## config.mk

```make
export PLATFORM = sky130hd
export DESIGN_NAME = tlv_parameter_parser_flat
export DESIGN_NICKNAME = d
export VERILOG_FILES = /design/src/rtl/core/tlvp_pkg.sv /design/src/rtl/core/tlvp_if.sv /design/src/rtl/core/tlvp_step.sv /design/src/rtl/core/tlv_parameter_parser.sv /design/src/flat_wrapper.sv
export SDC_FILE = /design/constraint.sdc
export NUM_CORES = 1
export LEC_CHECK = 0
export BUFFER_PORTS_ARGS = -buffer_cell sky130_fd_sc_hd__clkbuf_2
export CAP_MARGIN = 20
export CORE_ASPECT_RATIO = 0.8
export CORE_MARGIN = 5
export CORE_UTILIZATION = 40
export DETAILED_ROUTE_END_ITERATION = 8
export GPL_TIMING_DRIVEN = 0
export PLACE_DENSITY = 0.65
export SYNTH_ARGS = -nofsm -noshare
export SYNTH_HDL_FRONTEND = slang
export SYNTH_SLANG_ARGS = --single-unit
```

## constraint.sdc

```tcl
create_clock -name clk -period 9.37 [get_ports clk]
set_clock_uncertainty 0.05 [all_clocks]
set_input_delay 1.874 -clock clk [delete_from_list [all_inputs] [get_ports clk]]
set_output_delay 1.874 -clock clk [all_outputs]
set_load 0.03 [all_outputs]
```

## src/rtl/core/tlvp_pkg.sv

```systemverilog
// tlvp_pkg: shared types and constants of the type-length-value parameter parser
// no dependencies; used by the interfaces, tlvp_step and tlv_parameter_parser

package tlvp_pkg;

	// bytes of packet header that precede the data region
	localparam logic [7:0] HEADER_OVERHEAD = 8'd11;

	// largest fixed value size in bytes; a larger size code means custom size
	localparam logic [3:0] MAX_VALUE_BYTES = 4'd4;

	// parser phase
	typedef enum logic [1:0] {
		PH_IDLE  = 2'd0,
		PH_VALUE = 2'd1,
		PH_CLEN  = 2'd2,
		PH_SKIP  = 2'd3
	} phase_t;

	// one input beat
	typedef struct packed {
		logic [7:0] data_byte;
		logic       first_byte;
		logic [7:0] packet_length;
	} byte_beat_t;

	// one result beat
	typedef struct packed {
		logic [5:0]  param_type;
		logic [7:0]  param_size;
		logic [31:0] param_value;
		logic        custom_sized;
		logic        truncated;
	} param_beat_t;

endpackage

```

## src/rtl/core/tlvp_if.sv

```systemverilog
// tlvp_if: valid/ready channels of the parser, one for bytes and one for results
// depends on tlvp_pkg for the payload types

interface tlvp_byte_if;
	logic                   valid;
	logic                   ready;
	tlvp_pkg::byte_beat_t   payload;

	modport source (output valid, output payload, input ready);
	modport sink   (input valid, input payload, output ready);
endinterface

interface tlvp_param_if;
	logic                   valid;
	logic                   ready;
	tlvp_pkg::param_beat_t  payload;

	modport source (output valid, output payload, input ready);
	modport sink   (input valid, input payload, output ready);
endinterface

```

## src/rtl/core/tlvp_step.sv

```systemverilog
// tlvp_step: parser state registers and the per-byte state update
// depends on tlvp_pkg; instantiated by tlv_parameter_parser

module tlvp_step (
	input  logic                  clk,
	input  logic                  arst_n,
	input  logic                  en,
	input  tlvp_pkg::byte_beat_t  item,
	output logic                  emit,
	output tlvp_pkg::param_beat_t result
);

	tlvp_pkg::phase_t phase_q, e_phase, n_phase;
	logic [7:0]  region_q, e_region, n_region;
	logic [7:0]  left_q, e_left, n_left;
	logic [5:0]  type_q, n_type;
	logic [7:0]  size_q, n_size;
	logic [31:0] acc_q, e_acc, n_acc;
	logic [1:0]  bpos_q, e_bpos, n_bpos;
	logic        custom_q, e_custom, n_custom;
	logic        last;
	logic        trunc;
	logic [3:0]  hdr_size;
	logic [4:0]  lane_lsb;

	// state register
	always_ff @(posedge clk or negedge arst_n) begin
		if (!arst_n) begin
			phase_q  <= tlvp_pkg::PH_IDLE;
			region_q <= '0;
			left_q   <= '0;
			type_q   <= '0;
			size_q   <= '0;
			acc_q    <= '0;
			bpos_q   <= '0;
			custom_q <= 1'b0;
		end else if (en) begin
			phase_q  <= n_phase;
			region_q <= n_region;
			left_q   <= n_left;
			type_q   <= n_type;
			size_q   <= n_size;
			acc_q    <= n_acc;
			bpos_q   <= n_bpos;
			custom_q <= n_custom;
		end
	end

	// size from the header's top two bits: 1, 2, 4, or 8 for custom
	assign hdr_size = 4'd1 << item.data_byte[7:6];
	assign lane_lsb = {e_bpos, 3'b000};

	// restart on a first byte, then one step of the parser
	always_comb begin
		e_phase  = phase_q;
		e_region = region_q;
		e_left   = left_q;
		e_acc    = acc_q;
		e_bpos   = bpos_q;
		e_custom = custom_q;
		if (item.first_byte) begin
			e_phase  = tlvp_pkg::PH_IDLE;
			e_region = (item.packet_length > tlvp_pkg::HEADER_OVERHEAD) ?
				item.packet_length - tlvp_pkg::HEADER_OVERHEAD : 8'd0;
			e_left   = '0;
			e_acc    = '0;
			e_bpos   = '0;
			e_custom = 1'b0;
		end

		n_phase  = e_phase;
		n_region = e_region;
		n_left   = e_left;
		n_type   = type_q;
		n_size   = size_q;
		n_acc    = e_acc;
		n_bpos   = e_bpos;
		n_custom = e_custom;
		emit     = 1'b0;
		trunc    = 1'b0;
		last     = (e_region == 8'd1);

		if (e_region != 8'd0) begin
			n_region = e_region - 8'd1;
			unique case (e_phase)
				tlvp_pkg::PH_IDLE: begin
					n_type = item.data_byte[5:0];
					n_acc  = '0;
					n_bpos = '0;
					if (hdr_size > tlvp_pkg::MAX_VALUE_BYTES) begin
						n_custom = 1'b1;
						n_size   = '0;
						n_phase  = tlvp_pkg::PH_CLEN;
					end else begin
						n_custom = 1'b0;
						n_size   = {4'b0000, hdr_size};
						n_left   = {4'b0000, hdr_size};
						n_phase  = tlvp_pkg::PH_VALUE;
					end
					if (last) begin
						emit  = 1'b1;
						trunc = 1'b1;
					end
				end
				tlvp_pkg::PH_VALUE: begin
					n_acc[lane_lsb +: 8] = e_acc[lane_lsb +: 8] | item.data_byte;
					n_bpos = e_bpos + 2'd1;
					n_left = e_left - 8'd1;
					if (n_left == 8'd0) begin
						emit = 1'b1;
					end else if (last) begin
						emit  = 1'b1;
						trunc = 1'b1;
					end
				end
				tlvp_pkg::PH_CLEN: begin
					n_size = item.data_byte;
					n_left = item.data_byte;
					if (item.data_byte == 8'd0) begin
						emit = 1'b1;
					end else begin
						n_phase = tlvp_pkg::PH_SKIP;
						if (last) begin
							emit  = 1'b1;
							trunc = 1'b1;
						end
					end
				end
				tlvp_pkg::PH_SKIP: begin
					n_left = e_left - 8'd1;
					if (n_left == 8'd0) begin
						emit = 1'b1;
					end else if (last) begin
						emit  = 1'b1;
						trunc = 1'b1;
					end
				end
				default: begin
					n_phase = tlvp_pkg::PH_IDLE;
				end
			endcase
		end

		// a finished parameter returns to header search
		if (emit) begin
			n_phase = tlvp_pkg::PH_IDLE;
		end
	end

	// result fields from the updated state
	always_comb begin
		result.param_type   = n_type;
		result.param_size   = n_size;
		result.param_value  = n_acc;
		result.custom_sized = n_custom;
		result.truncated    = trunc;
	end

endmodule

```

## src/rtl/core/tlv_parameter_parser.sv

```systemverilog
// tlv_parameter_parser: splits a sensor payload byte stream into type-length-value parameters
// depends on tlvp_pkg, tlvp_if (tlvp_byte_if, tlvp_param_if) and tlvp_step
//
//   channel     dir  beat          handshake
//   in_bytes    in   byte_beat_t   valid/ready
//   out_params  out  param_beat_t  valid/ready
//
// one byte per cycle sustained while out_params does not stall: a byte is registered in the
// input register, then parsed, and a finished parameter lands in the result register
// the parser state update is combinational and feeds back into the state registers
// reset clears the parser state; bytes before the first first_byte are ignored
// a stall on out_params holds the input register and the parser, and
// in_bytes.ready drops only while both registers are full

module tlv_parameter_parser (
	input  logic                clk,
	input  logic                arst_n,
	tlvp_byte_if.sink           in_bytes,
	tlvp_param_if.source        out_params
);

	logic                  valid_s1;
	tlvp_pkg::byte_beat_t  item_s1;
	logic                  valid_s2;
	tlvp_pkg::param_beat_t result_s2;
	logic                  advance;
	logic                  emit;
	tlvp_pkg::param_beat_t result;

	// the pipeline moves whenever the result register is free or being taken
	assign advance        = !valid_s2 || out_params.ready;
	assign in_bytes.ready = !valid_s1 || advance;

	// input register
	always_ff @(posedge clk or negedge arst_n) begin
		if (!arst_n) begin
			valid_s1 <= 1'b0;
		end else if (in_bytes.ready) begin
			valid_s1 <= in_bytes.valid;
		end
	end

	always_ff @(posedge clk) begin
		if (in_bytes.valid && in_bytes.ready) begin
			item_s1 <= in_bytes.payload;
		end
	end

	// parser state and step logic
	tlvp_step u_step (
		.clk    (clk),
		.arst_n (arst_n),
		.en     (valid_s1 && advance),
		.item   (item_s1),
		.emit   (emit),
		.result (result)
	);

	// result register
	always_ff @(posedge clk or negedge arst_n) begin
		if (!arst_n) begin
			valid_s2 <= 1'b0;
		end else if (advance) begin
			valid_s2 <= valid_s1 && emit;
		end
	end

	always_ff @(posedge clk) begin
		if (advance && valid_s1 && emit) begin
			result_s2 <= result;
		end
	end

	assign out_params.valid   = valid_s2;
	assign out_params.payload = result_s2;

	// back pressure on the input only when both registers are full and stalled
	a_ready_low: assert property (@(posedge clk) disable iff (!arst_n)
		!in_bytes.ready |-> (valid_s1 && valid_s2 && !out_params.ready))
		else $error("input stalled without a full, stalled pipeline");

	// custom parameters always report a zero value
	a_custom_zero: assert property (@(posedge clk) disable iff (!arst_n)
		(out_params.valid && out_params.payload.custom_sized)
			|-> (out_params.payload.param_value == 32'd0))
		else $error("custom-sized parameter with nonzero value");

	// fixed parameters carry a size of 1, 2 or 4
	a_fixed_size: assert property (@(posedge clk) disable iff (!arst_n)
		(out_params.valid && !out_params.payload.custom_sized)
			|-> (out_params.payload.param_size == 8'd1 ||
			     out_params.payload.param_size == 8'd2 ||
			     out_params.payload.param_size == 8'd4))
		else $error("fixed-size parameter with illegal size");

endmodule
```

## src/flat_wrapper.sv

```systemverilog
// flat-port wrapper written by rule: the top's interface ports become plain ports
module tlv_parameter_parser_flat 
  (clk, arst_n, in_bytes_valid, in_bytes_payload, in_bytes_ready, out_params_valid, out_params_payload, out_params_ready);
  tlvp_byte_if in_bytes_i ();
  tlvp_param_if out_params_i ();
  input  logic clk;
  input  logic arst_n;
  input wire logic [$bits(in_bytes_i.valid)-1:0] in_bytes_valid;
  input wire logic [$bits(in_bytes_i.payload)-1:0] in_bytes_payload;
  output wire logic [$bits(in_bytes_i.ready)-1:0] in_bytes_ready;
  output wire logic [$bits(out_params_i.valid)-1:0] out_params_valid;
  output wire logic [$bits(out_params_i.payload)-1:0] out_params_payload;
  input wire logic [$bits(out_params_i.ready)-1:0] out_params_ready;
  assign in_bytes_i.valid = in_bytes_valid;
  assign in_bytes_i.payload = in_bytes_payload;
  assign in_bytes_ready = in_bytes_i.ready;
  assign out_params_valid = out_params_i.valid;
  assign out_params_payload = out_params_i.payload;
  assign out_params_i.ready = out_params_ready;
  tlv_parameter_parser u_core (.clk(clk), .arst_n(arst_n), .in_bytes(in_bytes_i), .out_params(out_params_i));
endmodule
```

==> results of run 1 <==
[path summary, 6_finish.rpt]
check | startpoint | end
max | u_core.item_s1[8] | u_core.out_params.payload[36]
min | u_core.u_step.size_q[0] | u_core.u_step.size_q[0]
max reg2reg | u_core.item_s1[8] | u_core.out_params.payload[36]
min reg2reg | u_core.u_step.size_q[0] | u_core.u_step.size_q[0]
max in group asynchronous | arst_n | u_core.u_step.left_q[2]
min in group asynchronous | arst_n | u_core.u_step.type_q[3]
[cells in the mapped netlist, types with 6 or more instances]
master,number
dfrtp_1,69
edfxtp_1,65
nand2_1,55
nor2_1,33
o21ai_0,32
o2bb2ai_1,32
a21oi_1,21
a32o_1,21
clkbuf_1,21
a22o_1,16
nand3_1,14
inv_1,12
nor3_1,12
and2_1,10
ha_1,10
or2_2,9
mux4_2,8
a22oi_1,7
a21oi_2,6
buf_2,6
mux2_2,6
mux2_4,6
nand4_1,6
xnor2_1,6
[logic make-up (layout without fill, tap and decap cells)]
family	after synthesis	after routing
fa+ha+maj	10	10
simple gates	176	176
flops	134	134
xor+xnor	9	9
buf+inv	43	147
mux	23	23
compound gates	181	181
[metal layers]
layer | vias to the layer above | GRT usage | share of wire
met2 | 275 | 0.272 | 0.44
li1 | 2424 | - | -
met4 | 0 | 0.0587 | 0.015
met3 | 26 | 0.0610 | 0.091
met1 | 2687 | 0.288 | 0.46
met5 | - | 0 | 0
[power breakdown]
part	switching, mW	total (mW)	internal, mW
sequential	0.0484	0.724	0.676
combinational	0.226	0.365	0.139
clock	0.247	0.617	0.369
[worst max-delay path: stages (launching register included)]
cell,delay [ps]
edfxtp_1,340
buf_2,190
inv_1,200
clkbuf_1,530
clkbuf_1,460
clkbuf_1,480
nand2_1,160
ha_1,310
xor2_1,160
nor4b_1,300
o2111ai_1,210
a221oi_1,490
a41oi_1,200
nor2_4,560
buf_12,280
[sequential cells by signal, indices dropped and copies added, names as in the netlist, 2 cells and up]
register and cells:
u_core.u_step.region_q 8, u_core.out_params.payload 48, u_core.u_step.type_q 6, u_core.u_step.phase_q 2
u_core.u_step.left_q 8, u_core.u_step.bpos_q 2, u_core.u_step.size_q 8, u_core.u_step.acc_q 32
u_core.item_s1 17
[area by class of cell]
type / count / area (sq um) / share of cell area
Multi-Input combinational cell: 399 / 2860 / 0.360
Clock inverter: 9 / 81.3 / 0.0102
Sequential cell: 134 / 3680 / 0.463
Timing Repair Buffer: 72 / 393 / 0.0495
Tap cell: 220 / 275 / 0.0347
Clock buffer: 23 / 458 / 0.0577
Buffer: 31 / 150 / 0.0189
Inverter: 12 / 45.0 / 0.00567
==> summary.md, run 1 <==
| Metric | Value |
|---|---|
| Clock-pin slew on the worst setup and hold paths | about 60 ps |
| Post-synthesis simple-gate area fraction | 0.133 |
| DR vias | 5412 |
| Leakage | between 3 and 4 nW |
| Grt ovf | 0 |
| Final Util | 0.481 |
| Required time of the critical path | 9440 ps |
| Worst slew pin tran | 1170 ps |
| Worst VDD drop | roughly 180 uV |
| Buffer depth of the longest clock path | 2 |
| Mapped Area | 6720 sq um |
| Dominant synthesized flop cell | dfrtp_1 |
| Proportion of layout cells with a drive suffix above 1 | 0.228 |
| Die Height | 126 microns |
| Total power draw | 1.71 mW |
| FF-to-FF path depth | 14 |
| Hold path cells | 1 |
| Post-synth ARST share | 0.515 |
| Die Area | a little under 20000 sq um |
| Rel. slew slack | 0.214 |
| Final min period | 5270 ps |
| Final setup fails | 0 |
| # hold bufs at CTS | 0 |
| Worst Setup Start Kind | flip-flop |
| Most frequent cells in the layout | 69 x clkbuf_2, 69 x dfrtp_1, 65 x edfxtp_1, 55 x nand2_1 |
| Die span in x | ~150 microns |
| CTS tree | done |
| Status | completed |
| Adder-cell area share of the yosys netlist | 0.0186 |
| Post-Route Setup TNS | 0 ps |
| RSZ-0062 raised after global routing | no |
| Final Non-Filler Cells | 900 |
| Synth area leaders | edfxtp_1 29%, dfrtp_1 26%, o2bb2ai_1 4.2%, a32o_1 3.1%, nand2_1 3.1% |
| Clk sinks | roughly 130 |
| Crit. End Element | flip-flop |
| Core area | 16500 sq um |
| Post_cts resized | 0 |
| PD cells | 215 nW/um^2 |
| Design area | 7940 sq um |
| HP Class | reg -> reg |
| Mapped Cells | about 580 |
| Hold Fails Final Rpt | 0 |
| Port Buf Inserts | 70 |
| H-tree levels | 4 |
| Global-route wire length before repair | approximately 29 mm |
| PnR worst setup slack | a little over 4000 ps |
| Initial antenna violation count | 0 |
| Hold slack | between 400 and 500 ps |
| Final Cycle Share | 0.562 |
| Clock Tree Root | clkbuf_16 |
| Number of global-route vias before repair | 5197 |
| Fillers | 1531 |
| GRT Total Usage | 0.194 |
| Max cap viols | 0 |
| Worst EP arrival | between 5000 and 6000 ps |
| Ant diodes | 0 |
| Crit path max fanout | 28 |
| Nets | 698 |
| Top-area cell type share of the netlist area | 0.290 |
| CTS Buf Count | 17 |
| Area delta synth->final | 18.1% |
| Hpwl dp | 13.3 mm |
| Mean Syn Cell Area | 11.7 sq um |
| Synth Area in Compound Gates | 0.206 |
| Post-CTS setup buffer count | 0 |
| Synth Net Count | about 610 |
| R2R setup slack | 4100 ps |
| XOR/XNOR Fraction of Synth Area | 0.0117 |
| DR WL/cell | 20.8 microns |
| DRC violations left | 0 |
| Distinct cells, synth | 74 |
| Row cnt | 42 |
| Synth Register Bits | 134 |
| Max Freq | 190 MHz |
| Largest net degree at the start of global routing | 39 |
| Critical path class | reg -> reg |
| Vias per inst | 6.01 |
| DR pass1 iterations | 5 |
| Total wire length | 18.8 mm |
| Post-synth top area cell | edfxtp_1 |
| DRT antenna net count | 0 |
| Routability Congestion | between 0.9 and 1 |
| YS warnings | 0 |
| Num ports | 71 |
| Placed cell count | 868 |
| Main combinational cell family by area after synthesis | compound AO/OA/AOI/OAI gates |
| Placement Setup Slack | 4060 ps |
| Max-slew violations | 0 |
| Initial core utilization | 0.407 |
| Placed instance area | 7400 sq um |
| Clock latency on the worst-skew pair | between 400 and 500 ps |
| Number of synthesized flops with an enable pin | 65 |
| Multiplexer share of the synthesized area | 0.0547 |
| Post-synthesis sequential area ratio | 0.547 |
| 1st-iter DRT viols | around 650 |
Power figures use the tool's default switching activity.
==> run 2, diff against run 1 <==
ABC_AREA = 1   (was unset)
PLACE_DENSITY = 0.67   (was 0.65)
clock period = 4.32 ns   (was 9.37 ns; I/O delays follow)
==> run 2 against run 1 <==
  * Clock-buffer cell count shrank 4
  * Sequential cell count is the same
  * Largest power group unchanged
  * Area after synthesis increased by 16%
  * Setup slack worse by 3500 ps
==> summary.md, run 2 <==
| Metric | Value |
|---|---|
| Largest net degree at the start of global routing | 50 (+28%) |
| Crit path max fanout | 31 (+11%) |
| Hold Fails Final Rpt | 0 (unchanged) |
| CTS tree | done |
| Most frequent cells in the layout | 380 x nand2_1, 107 x inv_1, 95 x nand3_1, 69 x clkbuf_2, 69 x dfrtp_1 |
| Mapped Cells | 1026 (+78%) |
| DR WL/cell | 17.7 microns (-15%) |
| Synth Register Bits | 134 (unchanged) |
| Total wire length | 24.5 mm (+31%) |
| YS warnings | 0 (unchanged) |
| Post-synth top area cell | edfxtp_1 |
| PD cells | 514 nW/um^2 (+140%) |
| Die span in x | 166 microns (+7.3%) |
| CP bufs+invs | 3 (-3) |
| Count leader, synth | nand2_1 |
| Synth area leaders | edfxtp_1 25%, dfrtp_1 22%, nand2_1 18%, nand3_1 6.1%, inv_1 5.1% |
| Initial antenna violation count | 1 (+1) |
| Num ports | 71 (unchanged) |
| Post-synth ARST share | 0.515 (unchanged) |
| Routed wl met2 | 10.1 mm (+23%) |
| Grt ovf | 0 (unchanged) |
| DRC violations left | 0 (unchanged) |
| Rel. slew slack | 0.421 (+0.207) |
| Max reg flops | 48 (unchanged) |
| Placed cell count | 1356 (+56%) |
| Worst path top cell family by delay | simple AND/OR/NAND/NOR gates |
| GRT Total Usage | 0.219 (+0.0248) |
| Post-synthesis sequential area ratio | 0.470 (-0.0767) |
| Final Non-Filler Cells | 1388 (+54%) |
| Clock Tree Root | clkbuf_16 |
| Worst VDD drop | 323 uV (+80%) |
| Global-route wire length before repair | 38.6 mm (+31%) |
| Number of global-route vias before repair | 6904 (+33%) |
| DR pass1 iterations | 8 (+3) |
| Number of synthesized flops with an enable pin | 65 (unchanged) |
| CTS Buf Count | 17 (unchanged) |
| Nets | 1148 (+64%) |
| Crit-path max cell delay | 670 ps (+110 ps) |
| DR vias | 7355 (+36%) |
| Post_cts resized | 0 (unchanged) |
| Crit path cell chain | buf_2 > nor2_1 > inv_1 > ha_1 > nand2_1 > nand2_1 > nor2_1 > nand2_1 > nor2_1 > nand2_1 > a21oi_1 > nand2_2 > a21oi_4 > buf_12 |
| Slowest-stage cell, CP | a21oi_4 |
| Max-slew violations | 0 (unchanged) |
| Initial core utilization | 0.410 (+0.00221) |
| Synth Net Count | 1057 (+74%) |
| Final Cycle Share | 0.851 (+0.288) |
| Dominant synthesized flop cell | dfrtp_1 |
| Clk sinks | 134 (unchanged) |
| Crit. End Element | flip-flop |
| Final setup fails | 0 (unchanged) |
| Leakage | 4.32 nW (+36%) |
| Worst Setup Start Kind | flip-flop |
| Buffer depth of the longest clock path | 2 (unchanged) |
| Port Buf Inserts | 70 (unchanged) |
| Mapped Area | 7820 sq um (+16%) |
| Hpwl dp | 17.8 mm (+34%) |
| Max cap viols | 0 (unchanged) |
| Vias per inst | 5.30 (-12%) |
| RSZ-0062 raised after global routing | no |
| 1st-iter DRT viols | 766 (+17%) |
| # hold bufs at CTS | 0 (unchanged) |
| Top post-synthesis cells by count | 380 x nand2_1, 107 x inv_1, 95 x nand3_1, 69 x dfrtp_1, 65 x edfxtp_1 |
| Total power draw | 4.70 mW (+180%) |
| Area delta synth->final | 16.9% |
| Mean Syn Cell Area | 7.62 sq um (-35%) |
| Row cnt | 45 (+7.1%) |
| Status | completed |
| Max Freq | 272 MHz (+43%) |
| Critical path class | reg -> reg |
| Worst EP arrival | 3750 ps (-1590 ps) |
| Post-Route M1 WL | 11.8 mm (+38%) |
| H-tree levels | 4 (unchanged) |
| Clock latency on the worst-skew pair | 440 ps (about the same) |
| Die Height | 135 microns (+7.2%) |
| Routability Congestion | 0.955 (+5.6%) |
| Commonest non-fill, non-tap cell in the layout | nand2_1 |
| Core area | 19100 sq um (+16%) |
| Crit path top cell by count | nand2_1 |
| Required time of the critical path | 4400 ps (-5040 ps) |
| Top-area cell type share of the netlist area | 0.250 (-0.0407) |
| Worst slew pin tran | 861 ps (-308 ps) |
| DRT antenna net count | 0 (unchanged) |
| WL met3 | 2.28 mm (+33%) |
| Proportion of layout cells with a drive suffix above 1 | 0.148 (-0.0802) |
| Final min period | 3670 ps (-1590 ps) |
| Post-CTS setup buffer count | 0 (unchanged) |
| Die Area | 22500 sq um (+15%) |
| Top Layer Used | met5 |
| Distinct cells, synth | 37 (-50%) |
| HP Class | in -> async |
| Clock-pin slew on the worst setup and hold paths | 70 ps (about the same) |
| Ant diodes | 0 (unchanged) |
==> run 2: layout make-up <==
type                       instances  area [sq um]
sequential                       134          3680
clock inverter                    13           146
fill                            1910          9940
tap                              258           323
multi-input combinational        730          3460
timing repair buffer              72           400
buffer                            51           279
clock buffer                      19           443
inverter                         111           417
==> run 2: cells by family (layout without fill, tap and decap cells) <==
family / Yosys count / in the layout / synth area share
XOR/XNOR: 5 / 5 / 0.00560
flip-flops: 134 / 134 / 0.470
AND/OR/NAND/NOR: 556 / 556 / 0.297
buffers and inverters: 162 / 266 / 0.0890
adder cells (fa/ha/maj): 10 / 10 / 0.0160
AO/OA/AOI/OAI: 159 / 159 / 0.122
==> run 2: through the flow <==
stage	setup WS [ps]	util	hold WS [ps]	setup TNS, ps	area (sq um)
2_1_floorplan	651	-	399	0	7820
3_3_place_gp	-628	0.445	412	-29660	8500
3_5_place_dp	687	0.448	415	0	8550
4_1_cts	652	0.479	308	0	9140
5_1_grt	439	0.479	326	0	9140
6_report	646	0.479	307	0	9140
==> run 2: path summary, 6_finish.rpt <==
| check | startpoint | end | slack [ps] | cells past startpoint |
|---|---|---|---|---|
| setup / recovery | u_core.item_s1[8] | u_core.out_params.payload[4] | 650 | 14 |
| hold / removal | arst_n | u_core.u_step.acc_q[14] | 310 | 1 |
| setup reg to reg | u_core.item_s1[8] | u_core.out_params.payload[4] | 650 | 14 |
| hold reg to reg | u_core.u_step.acc_q[17] | u_core.u_step.acc_q[17] | 430 | 2 |
| max in group asynchronous | arst_n | u_core.u_step.left_q[1] | 3330 | 2 |
| min in group clk | u_core.u_step.acc_q[17] | u_core.u_step.acc_q[17] | 430 | 2 |
==> run 2: routing by layer <==
layer,track usage,vias up
met2,0.311,326
met1,0.330,3434
met5,0,-
li1,-,3558
met4,0.0600,2
met3,0.0568,35
==> run 2: where the power goes <==
group / internal [mW] / switching (mW) / total, mW
Clock: 0.873 / 0.617 / 1.49
Sequential: 1.57 / 0.103 / 1.67
Combinational: 0.436 / 1.10 / 1.54
Total: 2.88 / 1.82 / 4.70
